--- config.mk ---
export PLATFORM = sky130hd
export DESIGN_NAME = polygon_perimeter_filter_top
export DESIGN_NICKNAME = d
export VERILOG_FILES = /design/src/sv/ppf_pkg.sv /design/src/sv/ppf_dp.sv /design/src/sv/ppf_ctrl.sv /design/src/sv/polygon_perimeter_filter_top.sv
export VERILOG_INCLUDE_DIRS = /design/src /design/src/sv
export SDC_FILE = /design/constraint.sdc
export NUM_CORES = 2
export LEC_CHECK = 0
export ABC_AREA = 1
export BUFFER_PORTS_ARGS = -buffer_cell sky130_fd_sc_hd__buf_4
export CAP_MARGIN = 20
export CELL_PAD_IN_SITES_DETAIL_PLACEMENT = 2
export CELL_PAD_IN_SITES_GLOBAL_PLACEMENT = 2
export CORE_UTILIZATION = 36
export CTS_BUF_LIST = sky130_fd_sc_hd__clkbuf_8
export DETAILED_ROUTE_END_ITERATION = 8
export PLACE_DENSITY = 0.77
export SLEW_MARGIN = 10
export SYNTH_ARGS = -nofsm -noshare
export SYNTH_HDL_FRONTEND = slang
export SYNTH_SLANG_ARGS = --single-unit
--- constraint.sdc ---
create_clock -name i_clk -period 12.7 [get_ports i_clk]
set_input_delay 1.27 -clock i_clk [delete_from_list [all_inputs] [get_ports i_clk]]
set_output_delay 1.27 -clock i_clk [all_outputs]
set_load 0.02 [all_outputs]
--- src/sv/polygon_perimeter_filter_top_macros.svh ---
// Assertion macros shared by the polygon perimeter filter modules.
// Each macro expects a clock named i_clk and an active-low reset named i_rst_n in scope.
`ifndef POLYGON_PERIMETER_FILTER_TOP_MACROS_SVH
`define POLYGON_PERIMETER_FILTER_TOP_MACROS_SVH

`ifndef SYNTH

// Same-cycle implication.
`define PPF_ASSERT_IMP(lbl, ante, cons, msg) \
    lbl: assert property (@(posedge i_clk) disable iff (!i_rst_n) (ante) |-> (cons)) \
        else $error(msg);

// Next-cycle implication.
`define PPF_ASSERT_NXT(lbl, ante, cons, msg) \
    lbl: assert property (@(posedge i_clk) disable iff (!i_rst_n) (ante) |=> (cons)) \
        else $error(msg);

`else

`define PPF_ASSERT_IMP(lbl, ante, cons, msg)
`define PPF_ASSERT_NXT(lbl, ante, cons, msg)

`endif

`endif

--- src/sv/ppf_pkg.sv ---
`default_nettype none

package ppf_pkg;

    localparam int COORD_WIDTH   = 24;
    localparam int PERIM_WIDTH   = 40;
    localparam int COUNT_WIDTH   = 16;
    localparam int SUM_WIDTH_DEF = 40;
    localparam int ROOT_WIDTH    = COORD_WIDTH + 1;

    typedef struct packed {
        logic signed [COORD_WIDTH-1:0] x_coord;
        logic signed [COORD_WIDTH-1:0] y_coord;
        logic                          last_vertex;
    } t_in_req;

    typedef struct packed {
        logic [PERIM_WIDTH-1:0] perimeter;
        logic                   keep;
        logic [COUNT_WIDTH-1:0] vertex_total;
    } t_out_req;

    typedef enum logic [2:0] {
        S_IDLE,
        S_OPEN,
        S_SQ,
        S_INIT,
        S_ROOT,
        S_ACC,
        S_EMIT
    } t_state;

    // Commands from the controller to the datapath.
    typedef struct packed {
        logic load;
        logic open_poly;
        logic use_first;
        logic square;
        logic start_root;
        logic root_step;
        logic accum;
        logic advance;
        logic emit;
    } t_dp_cmd;

    // Status from the datapath to the controller.
    typedef struct packed {
        logic cnt_zero;
        logic cur_last;
        logic root_done;
        logic out_free;
    } t_dp_stat;

endpackage

`default_nettype wire

--- src/sv/ppf_dp.sv ---
`default_nettype none

`include "polygon_perimeter_filter_top_macros.svh"

module ppf_dp import ppf_pkg::*; #(
    parameter int SUM_WIDTH = SUM_WIDTH_DEF
) (
    input  wire logic                   i_clk,
    input  wire logic                   i_rst_n,
    input  wire t_in_req                i_in_data,
    input  wire logic                   i_cfg_valid,
    input  wire logic [PERIM_WIDTH-1:0] i_cfg_data,
    input  wire t_dp_cmd                i_cmd,
    output t_dp_stat                    o_stat,
    output logic                        o_out_valid,
    input  wire logic                   i_out_ready,
    output t_out_req                    o_out_data
);

    localparam int CW   = COORD_WIDTH;
    localparam int DW   = CW + 1;
    localparam int SQW  = 2 * CW;
    localparam int RADW = 2 * ROOT_WIDTH;
    localparam int REMW = ROOT_WIDTH + 3;
    localparam int ITW  = $clog2(ROOT_WIDTH);
    localparam int CMPW = (SUM_WIDTH > PERIM_WIDTH) ? SUM_WIDTH : PERIM_WIDTH;

    localparam logic [SUM_WIDTH-1:0]   SUM_MAX   = {SUM_WIDTH{1'b1}};
    localparam logic [PERIM_WIDTH-1:0] PERIM_MAX = {PERIM_WIDTH{1'b1}};
    localparam logic [COUNT_WIDTH-1:0] COUNT_MAX = {COUNT_WIDTH{1'b1}};

    logic signed [CW-1:0]   r_first_x, r_first_y, r_prev_x, r_prev_y, r_cur_x, r_cur_y;
    logic                   r_cur_last;
    logic [SUM_WIDTH-1:0]   r_sum;
    logic [COUNT_WIDTH-1:0] r_cnt;
    logic [SQW-1:0]         r_sq_x, r_sq_y;
    logic [RADW-1:0]        r_rad;
    logic [REMW-1:0]        r_rem;
    logic [ROOT_WIDTH-1:0]  r_root;
    logic [ITW-1:0]         r_iter;
    logic [PERIM_WIDTH-1:0] r_min;
    logic                   r_out_valid;
    t_out_req               r_out;

    logic signed [CW-1:0]   oth_x, oth_y;
    logic signed [DW-1:0]   diff_x, diff_y;
    logic [DW-1:0]          abs_x, abs_y;
    logic [CW-1:0]          mag_x, mag_y;
    logic [SQW-1:0]         sq_x, sq_y;
    logic [REMW-1:0]        rem_sh, trial;
    logic [SUM_WIDTH:0]     sum_add;
    logic [CMPW-1:0]        sum_ext;
    logic [PERIM_WIDTH-1:0] perim;
    logic                   keep;

    // Edge vector magnitudes; the closing edge runs back to the first vertex.
    assign oth_x  = i_cmd.use_first ? r_first_x : r_prev_x;
    assign oth_y  = i_cmd.use_first ? r_first_y : r_prev_y;
    assign diff_x = $signed({r_cur_x[CW-1], r_cur_x}) - $signed({oth_x[CW-1], oth_x});
    assign diff_y = $signed({r_cur_y[CW-1], r_cur_y}) - $signed({oth_y[CW-1], oth_y});
    assign abs_x  = diff_x[DW-1] ? DW'(-diff_x) : DW'(diff_x);
    assign abs_y  = diff_y[DW-1] ? DW'(-diff_y) : DW'(diff_y);
    assign mag_x  = abs_x[CW-1:0];
    assign mag_y  = abs_y[CW-1:0];
    assign sq_x   = SQW'(mag_x) * SQW'(mag_x);
    assign sq_y   = SQW'(mag_y) * SQW'(mag_y);

    // One restoring square root step: two radicand bits in, one root bit out.
    assign rem_sh = {r_rem[REMW-3:0], r_rad[RADW-1 -: 2]};
    assign trial  = REMW'({r_root, 2'b01});

    assign sum_add = {1'b0, r_sum} + (SUM_WIDTH+1)'(r_root);

    assign sum_ext = CMPW'(r_sum);
    assign perim   = (sum_ext > CMPW'(PERIM_MAX)) ? PERIM_MAX : sum_ext[PERIM_WIDTH-1:0];
    assign keep    = (sum_ext >= CMPW'(r_min));

    always_ff @(posedge i_clk) begin
        if (i_cmd.load) begin
            r_cur_x    <= i_in_data.x_coord;
            r_cur_y    <= i_in_data.y_coord;
            r_cur_last <= i_in_data.last_vertex;
        end
        if (i_cmd.open_poly) begin
            r_first_x <= r_cur_x;
            r_first_y <= r_cur_y;
            r_prev_x  <= r_cur_x;
            r_prev_y  <= r_cur_y;
            r_sum     <= '0;
        end
        if (i_cmd.advance) begin
            r_prev_x <= r_cur_x;
            r_prev_y <= r_cur_y;
        end
        if (i_cmd.accum) begin
            r_sum <= sum_add[SUM_WIDTH] ? SUM_MAX : sum_add[SUM_WIDTH-1:0];
        end
        if (i_cmd.square) begin
            r_sq_x <= sq_x;
            r_sq_y <= sq_y;
        end
        if (i_cmd.start_root) begin
            r_rad  <= RADW'(r_sq_x) + RADW'(r_sq_y);
            r_rem  <= '0;
            r_root <= '0;
            r_iter <= '0;
        end else if (i_cmd.root_step) begin
            r_rad  <= {r_rad[RADW-3:0], 2'b00};
            r_iter <= r_iter + ITW'(1);
            if (rem_sh >= trial) begin
                r_rem  <= rem_sh - trial;
                r_root <= {r_root[ROOT_WIDTH-2:0], 1'b1};
            end else begin
                r_rem  <= rem_sh;
                r_root <= {r_root[ROOT_WIDTH-2:0], 1'b0};
            end
        end
        if (i_cmd.emit) begin
            r_out.perimeter    <= perim;
            r_out.keep         <= keep;
            r_out.vertex_total <= r_cnt;
        end
    end

    always_ff @(posedge i_clk) begin
        if (!i_rst_n) begin
            r_cnt       <= '0;
            r_min       <= '0;
            r_out_valid <= 1'b0;
        end else begin
            if (i_cfg_valid) begin
                r_min <= i_cfg_data;
            end
            if (i_cmd.open_poly) begin
                r_cnt <= COUNT_WIDTH'(1);
            end else if (i_cmd.advance && (r_cnt != COUNT_MAX)) begin
                r_cnt <= r_cnt + COUNT_WIDTH'(1);
            end else if (i_cmd.emit) begin
                r_cnt <= '0;
            end
            if (i_cmd.emit) begin
                r_out_valid <= 1'b1;
            end else if (i_out_ready) begin
                r_out_valid <= 1'b0;
            end
        end
    end

    always_comb begin
        o_stat.cnt_zero  = (r_cnt == '0);
        o_stat.cur_last  = r_cur_last;
        o_stat.root_done = (r_iter == ITW'(ROOT_WIDTH - 1));
        o_stat.out_free  = !r_out_valid || i_out_ready;
    end

    assign o_out_valid = r_out_valid;
    assign o_out_data  = r_out;

    `PPF_ASSERT_IMP(a_emit_room, i_cmd.emit, (!r_out_valid || i_out_ready), "emit over a full output register")
    `PPF_ASSERT_NXT(a_emit_closes, i_cmd.emit, (r_cnt == '0), "polygon still open after emit")

endmodule

`default_nettype wire

--- src/sv/ppf_ctrl.sv ---
`default_nettype none

`include "polygon_perimeter_filter_top_macros.svh"

module ppf_ctrl import ppf_pkg::*; (
    input  wire logic     i_clk,
    input  wire logic     i_rst_n,
    input  wire logic     i_in_valid,
    output logic          o_in_ready,
    input  wire t_dp_stat i_stat,
    output t_dp_cmd       o_cmd
);

    t_state r_state, n_state;
    logic   r_closing, n_closing;

    always_ff @(posedge i_clk) begin
        if (!i_rst_n) begin
            r_state   <= S_IDLE;
            r_closing <= 1'b0;
        end else begin
            r_state   <= n_state;
            r_closing <= n_closing;
        end
    end

    always_comb begin
        n_state    = r_state;
        n_closing  = r_closing;
        o_cmd      = '0;
        o_in_ready = 1'b0;
        case (r_state)
            S_IDLE: begin
                o_in_ready = 1'b1;
                if (i_in_valid) begin
                    o_cmd.load = 1'b1;
                    n_state    = i_stat.cnt_zero ? S_OPEN : S_SQ;
                end
            end
            S_OPEN: begin
                o_cmd.open_poly = 1'b1;
                n_state         = i_stat.cur_last ? S_EMIT : S_IDLE;
            end
            S_SQ: begin
                o_cmd.square    = 1'b1;
                o_cmd.use_first = r_closing;
                n_state         = S_INIT;
            end
            S_INIT: begin
                o_cmd.start_root = 1'b1;
                n_state          = S_ROOT;
            end
            S_ROOT: begin
                o_cmd.root_step = 1'b1;
                if (i_stat.root_done) begin
                    n_state = S_ACC;
                end
            end
            S_ACC: begin
                o_cmd.accum = 1'b1;
                if (r_closing) begin
                    n_state = S_EMIT;
                end else begin
                    o_cmd.advance = 1'b1;
                    if (i_stat.cur_last) begin
                        n_closing = 1'b1;
                        n_state   = S_SQ;
                    end else begin
                        n_state = S_IDLE;
                    end
                end
            end
            S_EMIT: begin
                if (i_stat.out_free) begin
                    o_cmd.emit = 1'b1;
                    n_closing  = 1'b0;
                    n_state    = S_IDLE;
                end
            end
            default: begin
                n_state   = S_IDLE;
                n_closing = 1'b0;
            end
        endcase
    end

    `PPF_ASSERT_IMP(a_closing_last, r_closing, i_stat.cur_last, "closing edge on a vertex not flagged last")
    `PPF_ASSERT_IMP(a_acc_after_root, (r_state == S_ACC), ($past(r_state) == S_ROOT), "accumulate without a finished root")

endmodule

`default_nettype wire

--- src/sv/polygon_perimeter_filter_top.sv ---
// Polygon perimeter filter.
// Vertex requests arrive on the input channel (i_in_valid / o_in_ready), one signed Q16.8
// x,y pair each, with last_vertex set on the final vertex of a closed polygon. For every
// polygon one result request leaves on the output channel (o_out_valid / i_out_ready):
// the closed perimeter in unsigned Q32.8, saturated, the keep flag, and the vertex count.
// The minimum perimeter is written through the configuration channel (i_cfg_valid /
// o_cfg_ready), which is always ready; write it only while no polygon is in flight.
// A vertex that opens a polygon is taken from the input channel and stored as the first
// vertex. Each further vertex is taken, then passes the edge length unit: the squares,
// their sum and the restoring square root, one root bit per cycle; its edge length is then
// accumulated. A last vertex runs the unit a second time for the closing edge, and then
// its result is registered in the output register; a single-vertex polygon goes there
// straight after it is opened.
// The result sits in an output register, so new vertex requests are accepted while it
// waits; only a later polygon's result stalls, holding the block until the receiver
// takes the pending one. Synchronous reset clears the open polygon, the output valid
// flag and the minimum perimeter.

`default_nettype none

module polygon_perimeter_filter_top import ppf_pkg::*; #(
    parameter int SUM_WIDTH = SUM_WIDTH_DEF
) (
    input  wire logic                   i_clk,
    input  wire logic                   i_rst_n,
    input  wire logic                   i_in_valid,
    output logic                        o_in_ready,
    input  wire t_in_req                i_in_data,
    output logic                        o_out_valid,
    input  wire logic                   i_out_ready,
    output t_out_req                    o_out_data,
    input  wire logic                   i_cfg_valid,
    output logic                        o_cfg_ready,
    input  wire logic [PERIM_WIDTH-1:0] i_cfg_data
);

    t_dp_cmd  cmd;
    t_dp_stat stat;

    // The register write never stalls.
    assign o_cfg_ready = 1'b1;

    // The controller sequences each vertex through the edge length unit.
    ppf_ctrl u_ctrl (
        .i_clk      (i_clk),
        .i_rst_n    (i_rst_n),
        .i_in_valid (i_in_valid),
        .o_in_ready (o_in_ready),
        .i_stat     (stat),
        .o_cmd      (cmd)
    );

    // The datapath holds the vertices, running sum, square root unit and output register.
    ppf_dp #(
        .SUM_WIDTH (SUM_WIDTH)
    ) u_dp (
        .i_clk       (i_clk),
        .i_rst_n     (i_rst_n),
        .i_in_data   (i_in_data),
        .i_cfg_valid (i_cfg_valid),
        .i_cfg_data  (i_cfg_data),
        .i_cmd       (cmd),
        .o_stat      (stat),
        .o_out_valid (o_out_valid),
        .i_out_ready (i_out_ready),
        .o_out_data  (o_out_data)
    );

endmodule

`default_nettype wire

# ---- After elaboration in Yosys (flattened, before gate mapping)
# Index checks and enable logic that the tools add are counted.
dict set report word_totals {
  ff_bits 505
  latchBits 0
  mem_bits_rw 0
  mem_bits_ro 0
  in_bits 94
  output_inout_bits 60
  elab_cells 108
  mem_count 0
}
dict set report classes {
  n_addsub 9
  multipliers 2
  n_div 0
  n_lt_le_gt_ge 3
  eq_ne 11
  shift 0
  n_mux 43
  n_bitwise 2
  n_reduce_logical 15
}
# operator count
set ops {}
lappend ops {{24-bit 2-to-1 mux} 8}
lappend ops {{40-bit 2-to-1 mux} 3}
lappend ops {{50-bit 2-to-1 mux} 2}
lappend ops {{24-bit by 24-bit multiplier with 48-bit output} 2}
lappend ops {{24-bit by 24-bit subtractor with 25-bit output} 2}
lappend ops {{48-bit by 48-bit adder with 49-bit output} 1}
lappend ops {{24-bit negator} 2}
lappend ops {{40-bit by 25-bit adder with 41-bit output} 1}
lappend ops {{40-bit >= comparator} 1}
lappend ops {{40-bit greater-than comparator (second input constant)} 1}
lappend ops {{16-bit 2-to-1 mux} 2}
lappend ops {{28-bit by 27-bit >= comparator with 1-bit output} 1}
lappend ops {{26-bit 2-to-1 mux} 1}
lappend ops {{26-bit subtractor} 1}
lappend ops {{3-bit case mux with 7 select lines} 1}
lappend ops {{16-bit by 1-bit adder with 16-bit output (second input constant)} 1}
lappend ops {{16-bit zero test} 1}
lappend ops {{1-bit 2-to-1 mux} 16}
lappend ops {{16-bit inequality test (second input constant)} 1}
lappend ops {{3-bit 2-to-1 mux} 5}
lappend ops {{2-bit nonzero test} 5}
lappend ops {{3-bit == test (second input constant)} 3}
lappend ops {{2-bit 2-to-1 mux} 4}
lappend ops {{3-bit by 2-bit == test with 1-bit output (second input constant)} 2}
lappend ops {{15 further kinds} 18}

# ---- Logic depth before layout (Yosys ltp)
dict set report depth {
  word_depth 7
  ltp_mapped 56
  ltp_nobuf 53
}

# ---- Cells and area by module
# A second synthesis with hierarchy kept.
dict set report unflattened {
  cells_unflattened 6983
  hier_area_um2 60963.5
}
# mod n_inst cells_per_inst area_per_inst_um2 seq_area_each_um2
set modules_own_cells {}
lappend modules_own_cells {ppf_dp 1 6922 60633.2 13853.3}
lappend modules_own_cells {ppf_ctrl 1 59 319.1 80.1}
lappend modules_own_cells {polygon_perimeter_filter_top 1 2 11.3 0.0}

# ---- Worst setup path before layout
# OpenSTA, ideal clock, no wires.
dict set report synth_path {
  path_type {reg-to-reg}
  start {register u_ctrl.r_state[1]}
  end {register u_dp.r_sq_x[40] (data pin)}
  setup_ns 0.258
  arrival_ns 11.014
  required_ns 12.442
  setup_slack_ns 1.428
  path_stages_with_launch 48
  path_buffers 2
  synth_period_minus_slack_ns 11.272
  cell_sequence {dfxtp_1 > inv_1 > nor2_1 > nand2_1 > inv_1 > nand2_1 > clkbuf_1 > mux2_2 > ha_1 > inv_1 > fa_1 > inv_1 > ha_1 > inv_1 > nor2_1 > nand3_1 > nor2_1 > nand3_1 > [... 12 more ...] > fa_1 > inv_1 > fa_1 > fa_1 > inv_1 > fa_1 > inv_1 > ha_1 > nand2_1 > nor2_1 > nand2_1 > nor4_1 > a21oi_1 > o21ai_0 > a21oi_1 > nor2_1 > nor2_1 > xnor2_1}
}
dict set report synth_via {
  elab_chain_len 7
}
# item line_no
set synth_rtl {}
lappend synth_rtl {{start, declared} ppf_ctrl.sv:14} ;# t_state r_state, n_state;
lappend synth_rtl {{start signal, assigned} ppf_ctrl.sv:22} ;# r_state <= n_state;
lappend synth_rtl {{3-bit by 2-bit == test with 1-bit output (*)} ppf_ctrl.sv:32} ;# case (r_state)
lappend synth_rtl {{2-bit 2-to-1 mux (*)} ppf_ctrl.sv:32}
lappend synth_rtl {{24-bit 2-to-1 mux (*)} ppf_dp.sv:57} ;# assign oth_x = i_cmd.use_first ? r_first_x : r_prev_x;
lappend synth_rtl {{24-bit by 24-bit subtractor with 25-bit output (*)} ppf_dp.sv:59} ;# assign diff_x = $signed({r_cur_x[CW-1], r_cur_x}) - $signed({oth_x[CW-1], oth_x});
lappend synth_rtl {{24-bit negator} ppf_dp.sv:61} ;# assign abs_x = diff_x[DW-1] ? DW'(-diff_x) : DW'(diff_x);
lappend synth_rtl {{24-bit 2-to-1 mux (*)} ppf_dp.sv:61}
lappend synth_rtl {{24-bit by 24-bit multiplier with 48-bit output (*)} ppf_dp.sv:65} ;# assign sq_x = SQW'(mag_x) * SQW'(mag_x);
lappend synth_rtl {{net u_dp.sq_x[40]} ppf_dp.sv:49} ;# logic [SQW-1:0] sq_x, sq_y;
lappend synth_rtl {{end signal, assigned} ppf_dp.sv:99} ;# r_sq_x <= sq_x;
lappend synth_rtl {{end, declared} ppf_dp.sv:36} ;# logic [SQW-1:0] r_sq_x, r_sq_y;
# The timed path passes the listed nets; every way through them passes the cells marked *.
# A chain may end at the register's enable or synchronous reset.

# ---- Worst setup path in the final report
dict set report layout_path {
  start {register u_ctrl.r_state[2]}
  end {register u_dp.r_sq_x[39] (data pin)}
}
# Same word-level chain as after synthesis.

==> PnR_summary.wiki <==
{| class="wikitable"
! Metric !! Value
|-
| Outcome || complete, no violations
|-
| Via count || 47849
|-
| Final Hold Viols || 0
|-
| Largest fanout on the critical path || 30
|-
| Longest individual stage delay on the worst path || 770 ps
|-
| Number of storage elements in the synthesis netlist || 503
|-
| Number of cells on the critical path || 46
|-
| Placed wire-length estimate || 168000 microns
|-
| Total clock sinks || around 500
|-
| Worst Reg-to-Reg Cells || 46
|-
| Root Buffer Master || clkbuf_8
|-
| Fraction of the cycle the final worst path needs || 93.7%
|-
| Setup TNS || 0 ps
|-
| Last weighted congestion value of the routability-driven placer || about 0.9
|-
| Number of global-route vias before repair || 56645
|-
| Global-route met2 utilization || a little under half
|-
| Xor and xnor area share after synthesis || 3.05%
|-
| Synth Flop Type || edfxtp_1
|-
| FF-to-FF setup slack || 800 ps
|-
| Library cells used by synthesis || 62
|-
| Normalized max-slew margin || ~29%
|-
| RSZ-0062 raised after global routing || false
|-
| Via count normalized by instance count || 5.13
|-
| Number of iterations in the first detailed-routing pass || 5
|-
| Maximum number of pins on one net before global-route repair || 82
|-
| Final net count || 8535
|-
| Total clock buffers created by CTS || 87
|-
| Final setup skew || roughly 53 ps
|-
| Hold Path Depth || 0
|-
| Number of buffer and inverter stages on the critical path || 11
|-
| Share of the synthesized area in compound gates (AO/OA/AOI/OAI) || 7.84%
|-
| Part of the Yosys area used for sequential elements || 23.1%
|-
| Number of enable flip-flop cells after synthesis || around 390
|-
| Total wirelength of the detailed-routed design || 203000 microns
|-
| Initial Utilization || 36.4%
|-
| DRC viols || 0
|-
| Horizontal die dimension || approximately 410 microns
|-
| Die footprint || around 170000 sq um
|-
| Syn Nets || 8401
|-
| Remaining global-route overflow || 0
|-
| Post-detailed-route wirelength per cell || 21.8 microns
|-
| Cell with the largest stage delay on the worst path || o21ai_0
|-
| Clk buf depth || 3
|-
| Maximum frequency from static timing analysis || about 84 MHz
|-
| Path category of the worst min-delay check || flop to flop
|-
| Maximum Capacitance Violations || 0
|-
| # fillers || 18654
|-
| Number of antenna violations at the first check in global routing || 3
|-
| # rows || 149
|-
| Simple-gate share of the synthesized area || 15.0%
|-
| Warnings, synthesis || 0
|-
| Worst-case hold slack || about 470 ps
|-
| Launching element of the worst setup path || u_ctrl.r_state[2]
|-
| Cell family contributing the most delay on the critical path || adder cells
|-
| Area Overhead vs Synth || 9.30%
|-
| Transition time at the pin with the least slew margin || 1050 ps
|-
| Core footprint || 166000 sq um
|-
| Met1 capacity usage during global routing || approximately 29%
|-
| Startpoint-to-endpoint class of the critical path || flop to flop
|-
| Launch point of the worst reg-to-reg path || u_ctrl.r_state[2]
|-
| Arrival time reported for the critical path endpoint || 12450 ps
|-
| DRT antenna net count || 0
|-
| Crit path time final || roughly 12000 ps
|-
| Worst-Skew Late Latency || a little over 800 ps
|-
| Syn avg cell area || 8.71 sq um
|-
| I/O Buffers || 152
|-
| Cell area after layout || 65900 sq um
|-
| H-Tree Level Count || 3
|-
| Commonest non-fill, non-tap cell in the layout || inv_1
|-
| Cell mode on critical path || nand2_1
|-
| Footprint of the multi-input gates || 39900 sq um
|-
| Commonest non-fill, non-tap cells in the layout || 1532 x inv_1, 1120 x nand2_1, 849 x fa_1, 717 x nor2_1, 535 x ha_1
|-
| Post-Synth Adder-Cell Area || 39.3%
|-
| Ratio of cells with drive above 1 in the final layout || 6.23%
|-
| Worst path required time || 13250 ps
|-
| Combined global-route utilization of all metal layers || about 24%
|-
| Global-route wire length before repair || around 320000 microns
|-
| Die outline height || 411 microns
|-
| Clock-pin slew of the registers on the worst-case setup and hold paths || ~70 ps
|-
| Area after DPL || 64000 sq um
|-
| Element type at the critical path start || flop
|-
| Type of element capturing the critical path || flop
|-
| Final core utilization || 39.8%
|-
| Main combinational cell family by area after synthesis || adder cells
|-
| Storage element area || ~14000 sq um
|-
| Syn Std Cell Area || ~60000 sq um
|-
| Final setup fails || 0
|-
| Met3 global-route usage || between 2 and 2.5%
|-
| TritonCTS clock tree || built
|-
| Multiplexer share of the synthesized area || 0.801%
|-
| Number of instances in the synthesized netlist || 6923
|-
| Slew Viols, Final || 0
|-
| Post-synth ARST share || 0%
|-
| Startpoint of the lowest-slack hold path || u_dp.r_cnt[4]
|-
| GRT Max-Usage Layer || met2
|-
| Number of primary I/O pins || 154
|-
| Initial drt markers || about 1900
|}
layer usage:
metal  up-vias  routed length (microns)  part of all wire, %
met5         -                        0                    0
li1      21903                        -                    -
met2       801                   108000                   53
met1     24812                    83200                   41
met3       333                     5620                  2.8
met4         0                     5980                  2.9
flip-flops by register name, indices dropped and copies added, names as in the netlist, 24 cells and up:
register / cells
u_dp.r_cur_y: 24
u_dp.r_prev_x: 24
u_dp.r_rem: 26
u_dp.r_prev_y: 24
u_dp.r_sq_x: 47
u_dp.r_min: 40
u_dp.o_out_data: 57
u_dp.r_rad: 50
u_dp.r_first_y: 24
u_dp.r_cur_x: 24
u_dp.r_sum: 40
u_dp.r_root: 25
u_dp.r_first_x: 24
u_dp.r_sq_y: 47
final timing paths:
check,endpoint
worst max-delay path,u_dp.r_sq_x[39]
worst min-delay path,u_dp.o_out_data[4]
worst max register to register,u_dp.r_sq_x[39]
worst min register to register,u_dp.o_out_data[4]
Yosys cell counts (19+ instances only):
cell type  instances  area share, %
a21oi_1          406            3.4
a31oi_1           32           0.33
buf_2             44           0.37
clkbuf_1          99           0.62
dfxtp_1          117            3.9
edfxtp_1         386             19
fa_1             849             28
ha_1             535             11
inv_1           1504            9.4
inv_2             30           0.19
mux2i_1           46           0.76
nand2_1         1123            7.0
nand2_2           19           0.20
nand3_1          184            1.5
nand3b_1          19           0.24
nand4_1           59           0.61
nor2_1           721            4.5
nor3_1            43           0.36
o21ai_0          240            2.0
o21bai_1          22           0.27
o22ai_1           27           0.28
or2_2             20           0.21
xnor2_1           80            1.2
xor2_1           115            1.7
metrics by stage:
stage	cells	worst slack, ps
finish	9322	800
global route	9321	10.2
CTS	9318	549
detailed placement	9156	582
global placement	9155	846
floorplan	6923	1430
cell type report:
type	instances	area share, %
clock inverter	64	0.803
tap	2189	4.16
antenna	3	0.0114
sequential	503	21.1
clock buffer	98	2.05
inverter	1540	8.78
timing repair buffer	214	2.51
multi-input combinational	4711	60.5
kinds of logic (layout without fill, tap and decap cells):
group,after synthesis,after routing
and+or+nand+nor,2224,2224
buffers and inverters,1709,1916
adders and majority gates,1384,1384
AOI/OAI and AO/OA,851,851
DFF,503,503
xor gates and xnor gates,203,203
muxes,48,48
other,1,4
timing repair:
item | 4_1_cts | 5_1_grt
setup buffers | 0 | 0
hold buffers | 0 | 0
resized for setup | 0 | 1
hold endpoints to repair | 0 | 0
endpoints found under the setup margin | 0 | 2
Power is not shown: default switching activity piles up to over one toggle a cycle in this logic, so the estimate is an artifact.
